$ cat src/design/fpt_pkg.sv
package fpt_pkg;

  localparam int MaxFrameRate = 128;
  localparam int IdxW = $clog2(MaxFrameRate);
  localparam int RateW = IdxW + 1;
  localparam int TimeW = 44;

  localparam logic [0:0] CfgFrameRate = 1'b0;
  localparam logic [0:0] CfgTestEnable = 1'b1;
  localparam logic OpFrame = 1'b0;
  localparam logic OpResync = 1'b1;

  typedef enum logic [3:0] {
    StIdle,
    StPrep,
    StUpdate,
    StSumFrame,
    StDivFrame,
    StSumCap,
    StDivCap,
    StCapFps,
    StCapFpsDiv,
    StFps,
    StFpsDiv,
    StDone
  } state_e;

  typedef struct packed {
    logic load;
    logic prep;
    logic update;
    logic sum_clear;
    logic sum_frame_step;
    logic sum_cap_step;
    logic div_start_frame;
    logic div_start_cap;
    logic div_start_fps;
    logic div_start_capfps;
    logic avg_take;
    logic cap_take;
    logic fps_take;
    logic out_load;
  } cmd_t;

  typedef struct packed {
    logic is_resync;
    logic last_of_window;
    logic do_capacity;
    logic idx_zero;
    logic sum_done;
    logic div_busy;
    logic avg_nonzero;
  } stat_t;

endpackage

$ cat src/design/fpt_ctrl.sv
module fpt_ctrl import fpt_pkg::*; (
  input  logic  clk_i,
  input  logic  rst_ni,
  input  logic  in_valid_i,
  output logic  in_ready_o,
  output logic  out_valid_o,
  input  logic  out_ready_i,
  input  stat_t stat_i,
  output cmd_t  cmd_o
);

  state_e state_q, state_d;
  logic   out_valid_q, out_valid_d;

  always_comb begin
    state_d = state_q;
    unique case (state_q)
      StIdle: if (in_valid_i) state_d = StPrep;
      StPrep: state_d = StUpdate;
      StUpdate: begin
        if (!stat_i.div_busy) begin
          if (stat_i.is_resync) begin
            state_d = stat_i.idx_zero ? StDone : StSumFrame;
          end else if (stat_i.last_of_window) begin
            state_d = StSumFrame;
          end else begin
            state_d = StFps;
          end
        end
      end
      StSumFrame: if (stat_i.sum_done) state_d = StDivFrame;
      StDivFrame: begin
        if (!stat_i.div_busy) begin
          if (stat_i.is_resync) state_d = StDone;
          else if (stat_i.do_capacity) state_d = StSumCap;
          else state_d = StFps;
        end
      end
      StSumCap: if (stat_i.sum_done) state_d = StDivCap;
      StDivCap: if (!stat_i.div_busy) state_d = StCapFps;
      StCapFps: state_d = StCapFpsDiv;
      StCapFpsDiv: if (!stat_i.div_busy) state_d = StFps;
      StFps: state_d = StFpsDiv;
      StFpsDiv: if (!stat_i.div_busy) state_d = StDone;
      StDone: if (!out_valid_q || out_ready_i) state_d = StIdle;
      default: state_d = StIdle;
    endcase
  end

  always_comb begin
    cmd_o = '0;
    unique case (state_q)
      StIdle: cmd_o.load = in_valid_i;
      StPrep: cmd_o.prep = 1'b1;
      StUpdate: begin
        cmd_o.update = !stat_i.div_busy;
        cmd_o.sum_clear = 1'b1;
      end
      StSumFrame: begin
        cmd_o.sum_frame_step = 1'b1;
        cmd_o.div_start_frame = stat_i.sum_done;
      end
      StDivFrame: begin
        cmd_o.avg_take = !stat_i.div_busy;
        cmd_o.sum_clear = !stat_i.div_busy;
      end
      StSumCap: begin
        cmd_o.sum_cap_step = 1'b1;
        cmd_o.div_start_cap = stat_i.sum_done;
      end
      StCapFps: cmd_o.div_start_capfps = 1'b1;
      StCapFpsDiv: cmd_o.cap_take = !stat_i.div_busy;
      StFps: cmd_o.div_start_fps = 1'b1;
      StFpsDiv: cmd_o.fps_take = !stat_i.div_busy;
      StDone: cmd_o.out_load = !out_valid_q || out_ready_i;
      default: cmd_o = '0;
    endcase
  end

  always_comb begin
    out_valid_d = out_valid_q;
    if (out_valid_q && out_ready_i) out_valid_d = 1'b0;
    if (cmd_o.out_load) out_valid_d = 1'b1;
  end

  always_ff @(posedge clk_i or negedge rst_ni) begin
    if (!rst_ni) begin
      state_q <= StIdle;
      out_valid_q <= 1'b0;
    end else begin
      state_q <= state_d;
      out_valid_q <= out_valid_d;
    end
  end

  assign in_ready_o = (state_q == StIdle);
  assign out_valid_o = out_valid_q;

endmodule

$ cat config.mk
export PLATFORM = sky130hd
export DESIGN_NAME = fpt_ctrl
export DESIGN_NICKNAME = d
export VERILOG_FILES = /design/src/design/fpt_pkg.sv /design/src/design/fpt_ctrl.sv
export SDC_FILE = /design/constraint.sdc
export NUM_CORES = 1
export LEC_CHECK = 0
export ABC_AREA = 1
export BUFFER_PORTS_ARGS = -buffer_cell sky130_fd_sc_hd__buf_2
export CORE_UTILIZATION = 39
export DETAILED_ROUTE_END_ITERATION = 8
export GPL_ROUTABILITY_DRIVEN = 0
export GPL_TIMING_DRIVEN = 0
export HOLD_SLACK_MARGIN = 0.15
export PLACE_DENSITY = 0.84
export SLEW_MARGIN = 20
export SYNTH_ARGS = -nofsm -noshare
export SYNTH_HDL_FRONTEND = slang
export SYNTH_SLANG_ARGS = --single-unit
$ cat constraint.sdc
create_clock -name clk_i -period 1.3 [get_ports clk_i]
set_clock_uncertainty 0.1 [all_clocks]
set_input_delay 0.13 -clock clk_i [delete_from_list [all_inputs] [get_ports clk_i]]
set_output_delay 0.13 -clock clk_i [all_outputs]
set_load 0.05 [all_outputs]
==> flow_metrics.tcl, run 1 <==
set metrics [dict create \
    synth_edf_count 0 \
    cts_buffer_depth 2 \
    pin_count 27 \
    synthTopCellsByArea "dfrtp_1 24%, nand2_1 21%, inv_1 13%" \
    ys_types 15 \
    syn-cell-area_sq_um 529 \
    initial_core_util_pct 44.6 \
    async_flop_share_pct 100 \
    status "aborted with a tool error" \
    cts_max_level 1 \
    grt_max_degree 7 \
    ys_ff_latch 5 \
    synth-simple-area-share_pct 56.3 \
    cts_sinks 5 \
    worst_endpoint_kind "primary output" \
    synth_fp_nets 109 \
    synth_top_cell_by_area "dfrtp_1" \
    die_y_um 38.8 \
    crit_endpoint "cmd_o[10]" \
    synthAdderAreaFrac_pct 0 \
    synth-compound-area-share_pct 3.78 \
    muxShareOfSynthArea_pct 0 \
    numCtsBuffers 3 \
    ys.flop_type "dfrtp_1" \
    ys_seq_area_share_pct 23.6 \
    netlist_top_cells_count "29 x nand2_1, 18 x inv_1, 17 x nor2_1" \
    synth_xor_area_share_pct 0 \
    yosysWarnings 0 \
    die_x_um 38.8 \
    port-buffer-count 25 \
    synth_most_common_cell "nand2_1" \
    postSynthAreaPerCell_sq_um 5.40 \
    dp_slack_ns -0.301 \
    place_hpwl_um 1180 \
    error_line "[ERROR DPL-0038] Utilization greater than 100%, impossible to legalize" \
    synth_top_family_by_area "simple AND/OR/NAND/NOR gates" \
    postSynthCellCount 98 \
    cts-root-buf "clkbuf_4" \
    fp-row-count 12 \
    stop_stage "global routing" \
    synth.top_cell.area_share_pct 23.6 \
]
-- stage by stage --
stage               instances  setup TNS (ns)  hold WS [ns]  instance area (sq um)
global placement          137           -2.52        -0.158                    798
CTS                       150           -4.48         0.227                   1010
detailed placement        137           -2.90        -0.155                    798
floorplan                  98          -0.791        -0.266                    656
-- cell families after synthesis --
logic type / count (synthesis)
compound gates: 4
buf+inv: 22
simple gates: 67
flops: 5
-- timing repair --
| action | 4_1_cts |
|---|---|
| setup buffers | 6 |
| gates resized for setup | 38 |
| endpoints found under the setup margin | 19 |
| hold buffers | 3 |
| hold endpoints to repair | 6 |
| pin swaps | 4 |
==> inputs of run 2 (changes only) <==
--- a/config.mk
+++ b/config.mk
@@ -7,12 +7,12 @@
 export LEC_CHECK = 0
 export ABC_AREA = 1
 export BUFFER_PORTS_ARGS = -buffer_cell sky130_fd_sc_hd__buf_2
-export CORE_UTILIZATION = 39
+export CORE_AREA = 2 2 63 65
 export DETAILED_ROUTE_END_ITERATION = 8
+export DIE_AREA = 0 0 65 67
 export GPL_ROUTABILITY_DRIVEN = 0
 export GPL_TIMING_DRIVEN = 0
-export HOLD_SLACK_MARGIN = 0.15
-export PLACE_DENSITY = 0.84
+export PLACE_DENSITY_LB_ADDON = 0.15
 export SLEW_MARGIN = 20
 export SYNTH_ARGS = -nofsm -noshare
 export SYNTH_HDL_FRONTEND = slang
==> constraint.sdc (replaced) <==
create_clock -name clk_i -period 1.7 [get_ports clk_i]
set_clock_uncertainty 0.1 [all_clocks]
set_input_delay 0.17 -clock clk_i [delete_from_list [all_inputs] [get_ports clk_i]]
set_output_delay 0.17 -clock clk_i [all_outputs]
set_load 0.05 [all_outputs]
==> run 2 against run 1 <==
The run now ends clean. Synthesized cell count did not move. Area after synthesis did not move.
==> flow_metrics.tcl, run 2 <==
set metrics [dict create \
    status "completed" \
    start_kind "flop" \
    startpoint "state_q[3]" \
    critical_path.top_delay_family "flip-flops" \
    muxShareOfSynthArea_pct 0 \
    fin_nets 145 \
    rr_endpoint "state_q[3]" \
    min_path_type "in -> reg" \
    netlist_top_cells_count "29 x nand2_1, 18 x inv_1, 17 x nor2_1" \
    hp-start "out_ready_i" \
    antenna_found_initial 0 \
    ys_ff_latch 5 \
    worstHoldPathCells 2 \
    fp-row-count 22 \
    r2r_start "state_q[3]" \
    slew_headroom_pct 83.1 \
    largest_reg_flops 4 \
    postSynthAreaPerCell_sq_um 5.40 \
    place_hpwl_um 1380 \
    intPower_w 0.000732 \
    synth_edf_count 0 \
    finalWirelength_um 1660 \
    final_hold_viol_count 0 \
    vdd_drop_max_v 0.000490 \
    avgViaCountPerCell 3.68 \
    cp_cell_sequence "nor2_4 -> inv_2 -> nor3_2 -> buf_2" \
    slew_viol_final 0 \
    pin_count 27 \
    grt_pass1_vias 637 \
    period_minus_slack_ns 1.65 \
    worst_pin_slew_ns 0.255 \
    p_per_area_nw_per_um2 1900 \
    seqPwrFrac_pct 15.8 \
    synth_fp_nets 109 \
    path_max_fanout 6 \
    layout_commonest_cell "nand2_1" \
    synth-compound-area-share_pct 3.78 \
    clock_latency_ns 0.22 \
    cts_buffer_depth 2 \
    synthAdderAreaFrac_pct 0 \
    yosysWarnings 0 \
    cts_max_level 1 \
    num_vias 666 \
    numCtsBuffers 3 \
    synth-simple-area-share_pct 56.3 \
    setup_viol 0 \
    cp_slowest_cell "dfrtp_2" \
    grt_max_degree 7 \
    n_antenna_cell 0 \
    die-area_sq_um 4360 \
    placed_cells 171 \
    port-buffer-count 25 \
    wl_per_cell_um 9.15 \
    period_share_pct 97.2 \
    ys_types 15 \
    worst_hold_slack_ns 0.0583 \
    synth_xor_area_share_pct 0 \
    synth.top_cell.area_share_pct 23.6 \
    p_switching_w 0.000980 \
    critPathRequiredTime_ns 1.43 \
    leakage_nw 0.505 \
    r2r_cells 7 \
    async_flop_share_pct 100 \
    synth_top_family_by_area "simple AND/OR/NAND/NOR gates" \
    drive_above_1_share_pct 46.6 \
    drc 0 \
    drt_pass1_iterations 4 \
    ys_seq_area_share_pct 23.6 \
    regMostFlops "state_q" \
    synth_most_common_cell "nand2_1" \
    worstHoldEndpoint "out_valid_o" \
    die_x_um 65 \
    ys.flop_type "dfrtp_1" \
    end_kind "output pin" \
    setup.worst_path.class "reg -> out" \
    layout_common_cells "28 x nand2_1, 19 x buf_2, 16 x inv_1, 12 x nor2_1, 8 x nand3_1" \
    grt_usage_pct 8.45 \
    synth_top_cell_by_area "dfrtp_1" \
    grt_remaining_overflow 0 \
    fmax_ghz 0.605 \
    synthTopCellsByArea "dfrtp_1 24%, nand2_1 21%, inv_1 13%" \
    fin_cells 181 \
    grt_first_pass_wirelength_um 2780 \
    cts-root-buf "clkbuf_8" \
    initial_core_util_pct 14.7 \
    switching_share_pct 57.2 \
    clockPowerShare_pct 12.7 \
    r2r_slack_ns 0.28 \
    cts_tree "done" \
    arrival_ns 1.38 \
    syn-cell-area_sq_um 529 \
    die_y_um 67 \
    coreArea_sq_um 3610 \
    crit_buf_inv 2 \
    clk_pin_slew_worst_paths_ns 0.04 \
    maxCapViolations 0 \
    p_comb_share_pct 71.5 \
    antenna_left 0 \
    drt_iter0_drc 16 \
    syn_to_final_growth_pct 70.4 \
    cts_sinks 5 \
    postSynthCellCount 98 \
    grt_setup_unrepaired "true" \
    cp_slowest_stage_delay_ns 0.46 \
]
[run 2: cell counts after synthesis]
Identical to the previous run, type by type.
[run 2: power by group through the flow]
stage	Sequential, W	Combinational (W)	Clock (W)
6_report	0.000271	0.00122	0.000217
4_1_cts	0.000260	0.00110	0.000226
2_1_floorplan	0.000246	0.000807	0
3_3_place_gp	0.000232	0.00105	0
3_5_place_dp	0.000235	0.00105	0
5_1_grt	0.000281	0.00136	0.000232
[run 2: worst register-to-register path: stages, from the launching register on]
cell and delay [ns]:
dfrtp_2 0.46, nor2_4 0.20, buf_4 0.14, nand2_1 0.05, nand3_2 0.11, nand3_2 0.12, nand2_1 0.07, nand2_1 0.05
[run 2: kinds of logic after synthesis]
family | Yosys count
and+or+nand+nor | 67
buffers and inverters | 22
DFF | 5
AOI/OAI and AO/OA | 4
[run 2: worst max path at each step]
stage / endpoint / slack [ns] / cells past startpoint
floorplan: cmd_o[7] / 0.007 / 3
global placement: cmd_o[10] / -0.05 / 6
detailed placement: cmd_o[10] / -0.07 / 6
CTS: cmd_o[11] / 0.007 / 6
global route: cmd_o[11] / -0.04 / 6
finish: cmd_o[13] / 0.05 / 4
[run 2: cell type report]
class	instances	area (sq um)
fill	419	2700
multi-input combinational	71	382
timing repair buffer	31	199
sequential	5	130
inverter	21	78.8
tap	48	60.1
clock buffer	4	45.0
buffer	1	7.51
[run 2: timing repair]
action                     4_1_cts  5_1_grt
setup endpoints to repair       10        6
gates resized for setup         15        9
hold buffers                     1        0
pin swaps                        1        2
buffers inserted                 0        5
hold endpoints to repair         5        0
[run 2: routing by layer]
layer  up-vias  routed length [um]  track usage [%]  share of wire [%]
met3         2                 115             1.18                6.9
met1       282                 776             10.3                 47
met4         0                   8             5.59               0.48
met5         -                   0                0                  0
li1        361                   -                -                  -
met2        21                 755             13.8                 46
[run 2: metrics by stage]
stage          setup WS (ns)  setup TNS [ns]  utilization (%)  total power [W]  cell area, sq um
3_5_place_dp         -0.0654         -0.0809             20.5          0.00128               741
6_report              0.0472               0             25.0          0.00171               902
4_1_cts              0.00668               0             23.1          0.00158               833
5_1_grt              -0.0356         -0.0765             25.0          0.00187               902
3_3_place_gp         -0.0515         -0.0624             20.5          0.00128               741
2_1_floorplan        0.00733               0                -          0.00105               556
No activity file was read; power rests on OpenSTA's default activity.
==> inputs of run 3 (changes only) <==
--- a/config.mk
+++ b/config.mk
@@ -8,6 +8,7 @@
 export ABC_AREA = 1
 export BUFFER_PORTS_ARGS = -buffer_cell sky130_fd_sc_hd__buf_2
 export CORE_AREA = 2 2 63 65
+export CTS_BUF_LIST = sky130_fd_sc_hd__clkbuf_4 sky130_fd_sc_hd__clkbuf_8
 export DETAILED_ROUTE_END_ITERATION = 8
 export DIE_AREA = 0 0 65 67
 export GPL_ROUTABILITY_DRIVEN = 0
==> run 3 against run 2 <==
Non-clock buffer count unchanged. Final area increased by 0.42%. Final cell count unchanged. Via count grew 0.90%. Register-to-register slack is essentially flat. Utilization rose by 0.10 points. Largest power group unchanged.
==> flow_metrics.tcl, run 3 (synthesis results as in run 2) <==
set metrics [dict create \
    status "completed" \
    drive_above_1_share_pct 47.4 \
    min_path_type "in -> reg" \
    start_kind "flop" \
    syn_to_final_growth_pct 71.2 \
    critPathRequiredTime_ns 1.43 \
    r2r_cells 7 \
    cts_max_level 1 \
    clock_latency_ns 0.22 \
    drt_pass1_iterations 4 \
    port-buffer-count 25 \
    initial_core_util_pct 14.7 \
    drt_iter0_drc 14 \
    setup_ws_ns 0.0466 \
    pin_count 27 \
    largest_reg_flops 4 \
    p_per_area_nw_per_um2 1910 \
    antenna_left 0 \
    arrival_ns 1.38 \
    final_hold_viol_count 0 \
    layout_commonest_cell "nand2_1" \
    slew_viol_final 0 \
    finalWirelength_um 1670 \
    num_vias 672 \
    grt_first_pass_wirelength_um 2750 \
    rr_endpoint "state_q[3]" \
    numCtsBuffers 3 \
    n_antenna_cell 0 \
    die_y_um 67 \
    grt_pass1_vias 627 \
    layout_common_cells "28 x nand2_1, 19 x buf_2, 16 x inv_1, 12 x nor2_1, 8 x nand3_1" \
    utilization_pct 25.1 \
    r2r_start "state_q[3]" \
    cts_buffer_depth 2 \
    setup.worst_path.class "reg -> out" \
    drc 0 \
    wl_per_cell_um 9.22 \
    maxCapViolations 0 \
    grt_remaining_overflow 0 \
    slew_headroom_pct 83.1 \
    fmax_ghz 0.605 \
    clk_pin_slew_worst_paths_ns 0.04 \
    leakage_nw 0.508 \
    fin_nets 145 \
    die_x_um 65 \
    die-area_sq_um 4360 \
    path_max_fanout 6 \
    period_minus_slack_ns 1.65 \
    place_hpwl_um 1380 \
    cts_sinks 5 \
    grt_setup_unrepaired "true" \
    avgViaCountPerCell 3.71 \
    cts_tree "done" \
    antenna_found_initial 0 \
    period_share_pct 97.3 \
    hp-start "out_ready_i" \
    regMostFlops "state_q" \
    worstHoldEndpoint "out_valid_o" \
    vdd_drop_max_v 0.000490 \
    coreArea_sq_um 3610 \
    end_kind "output pin" \
    cts-root-buf "clkbuf_8" \
    setup_viol 0 \
    grt_max_degree 7 \
    dp_slack_ns -0.0654 \
    worstHoldPathCells 2 \
    worst_pin_slew_ns 0.255 \
    r2r_slack_ns 0.28 \
    fp-row-count 22 \
    grt_usage_pct 8.37 \
]
## run 3: cell counts in the layout (fill, tap and decap cells not counted)
No cell type changed its count.
## run 3: worst max-delay path: stages, from the launching register on
cell and delay, ns:
dfrtp_2 0.46, nor2_4 0.20, inv_2 0.09, nor3_2 0.14
buf_2 0.28
## run 3: final cells by class
class,count,area (sq um)
fillers,417,2700
well taps,48,60.1
flip-flops and latches,5,130
plain buffers,1,7.51
multi-input cells,71,382
inverters,21,78.8
repair buffers,31,199
clock buffers,4,48.8
## run 3: what timing repair did
action,in CTS,in global routing
pin swaps,1,2
hold buffers,1,0
gates resized for setup,15,9
buffers inserted,0,5
gates cloned,0,0
endpoints found under the hold margin,5,0
endpoints found under the setup margin,10,6
## run 3: worst max path at each step
stage | startpoint | endpoint | slack [ns] | cells after the start
2_1_floorplan | state_q[3] | cmd_o[7] | 0.007 | 3
3_3_place_gp | state_q[1] | cmd_o[10] | -0.05 | 6
3_5_place_dp | state_q[1] | cmd_o[10] | -0.07 | 6
4_1_cts | state_q[2] | cmd_o[11] | 0.002 | 6
5_1_grt | state_q[3] | cmd_o[11] | -0.04 | 6
6_report | state_q[3] | cmd_o[13] | 0.05 | 4
## run 3: routing by layer
metal | vias to the layer above | wire length [um] | share of wire [%] | global-route usage [%]
li1 | 361 | - | - | -
met1 | 286 | 792 | 47 | 10.3
met2 | 21 | 742 | 44 | 13.5
met3 | 4 | 97 | 5.8 | 1.18
met4 | 0 | 36 | 2.2 | 5.59
met5 | - | 0 | 0 | 0
## run 3: per-stage QoR
step / TNS, ns / hold slack, ns / cell area (sq um) / instances / total power [W]
6_report: 0 / 0.0534 / 906 / 181 / 0.00173
5_1_grt: -0.0857 / 0.0687 / 906 / 181 / 0.00189
4_1_cts: 0 / 0.0504 / 837 / 176 / 0.00161
3_5_place_dp: -0.0809 / -0.110 / 741 / 171 / 0.00128
3_3_place_gp: -0.0624 / -0.113 / 741 / 171 / 0.00128
2_1_floorplan: 0 / -0.226 / 556 / 98 / 0.00105
## run 3: where the power goes
group / internal (W) / leakage [nW] / switching, W
Combinational: 0.000393 / 0.423 / 0.000832
Clock: 0.000177 / 0.0262 / 0.0000623
Sequential: 0.000178 / 0.0592 / 0.0000912
Total: 0.000748 / 0.508 / 0.000985
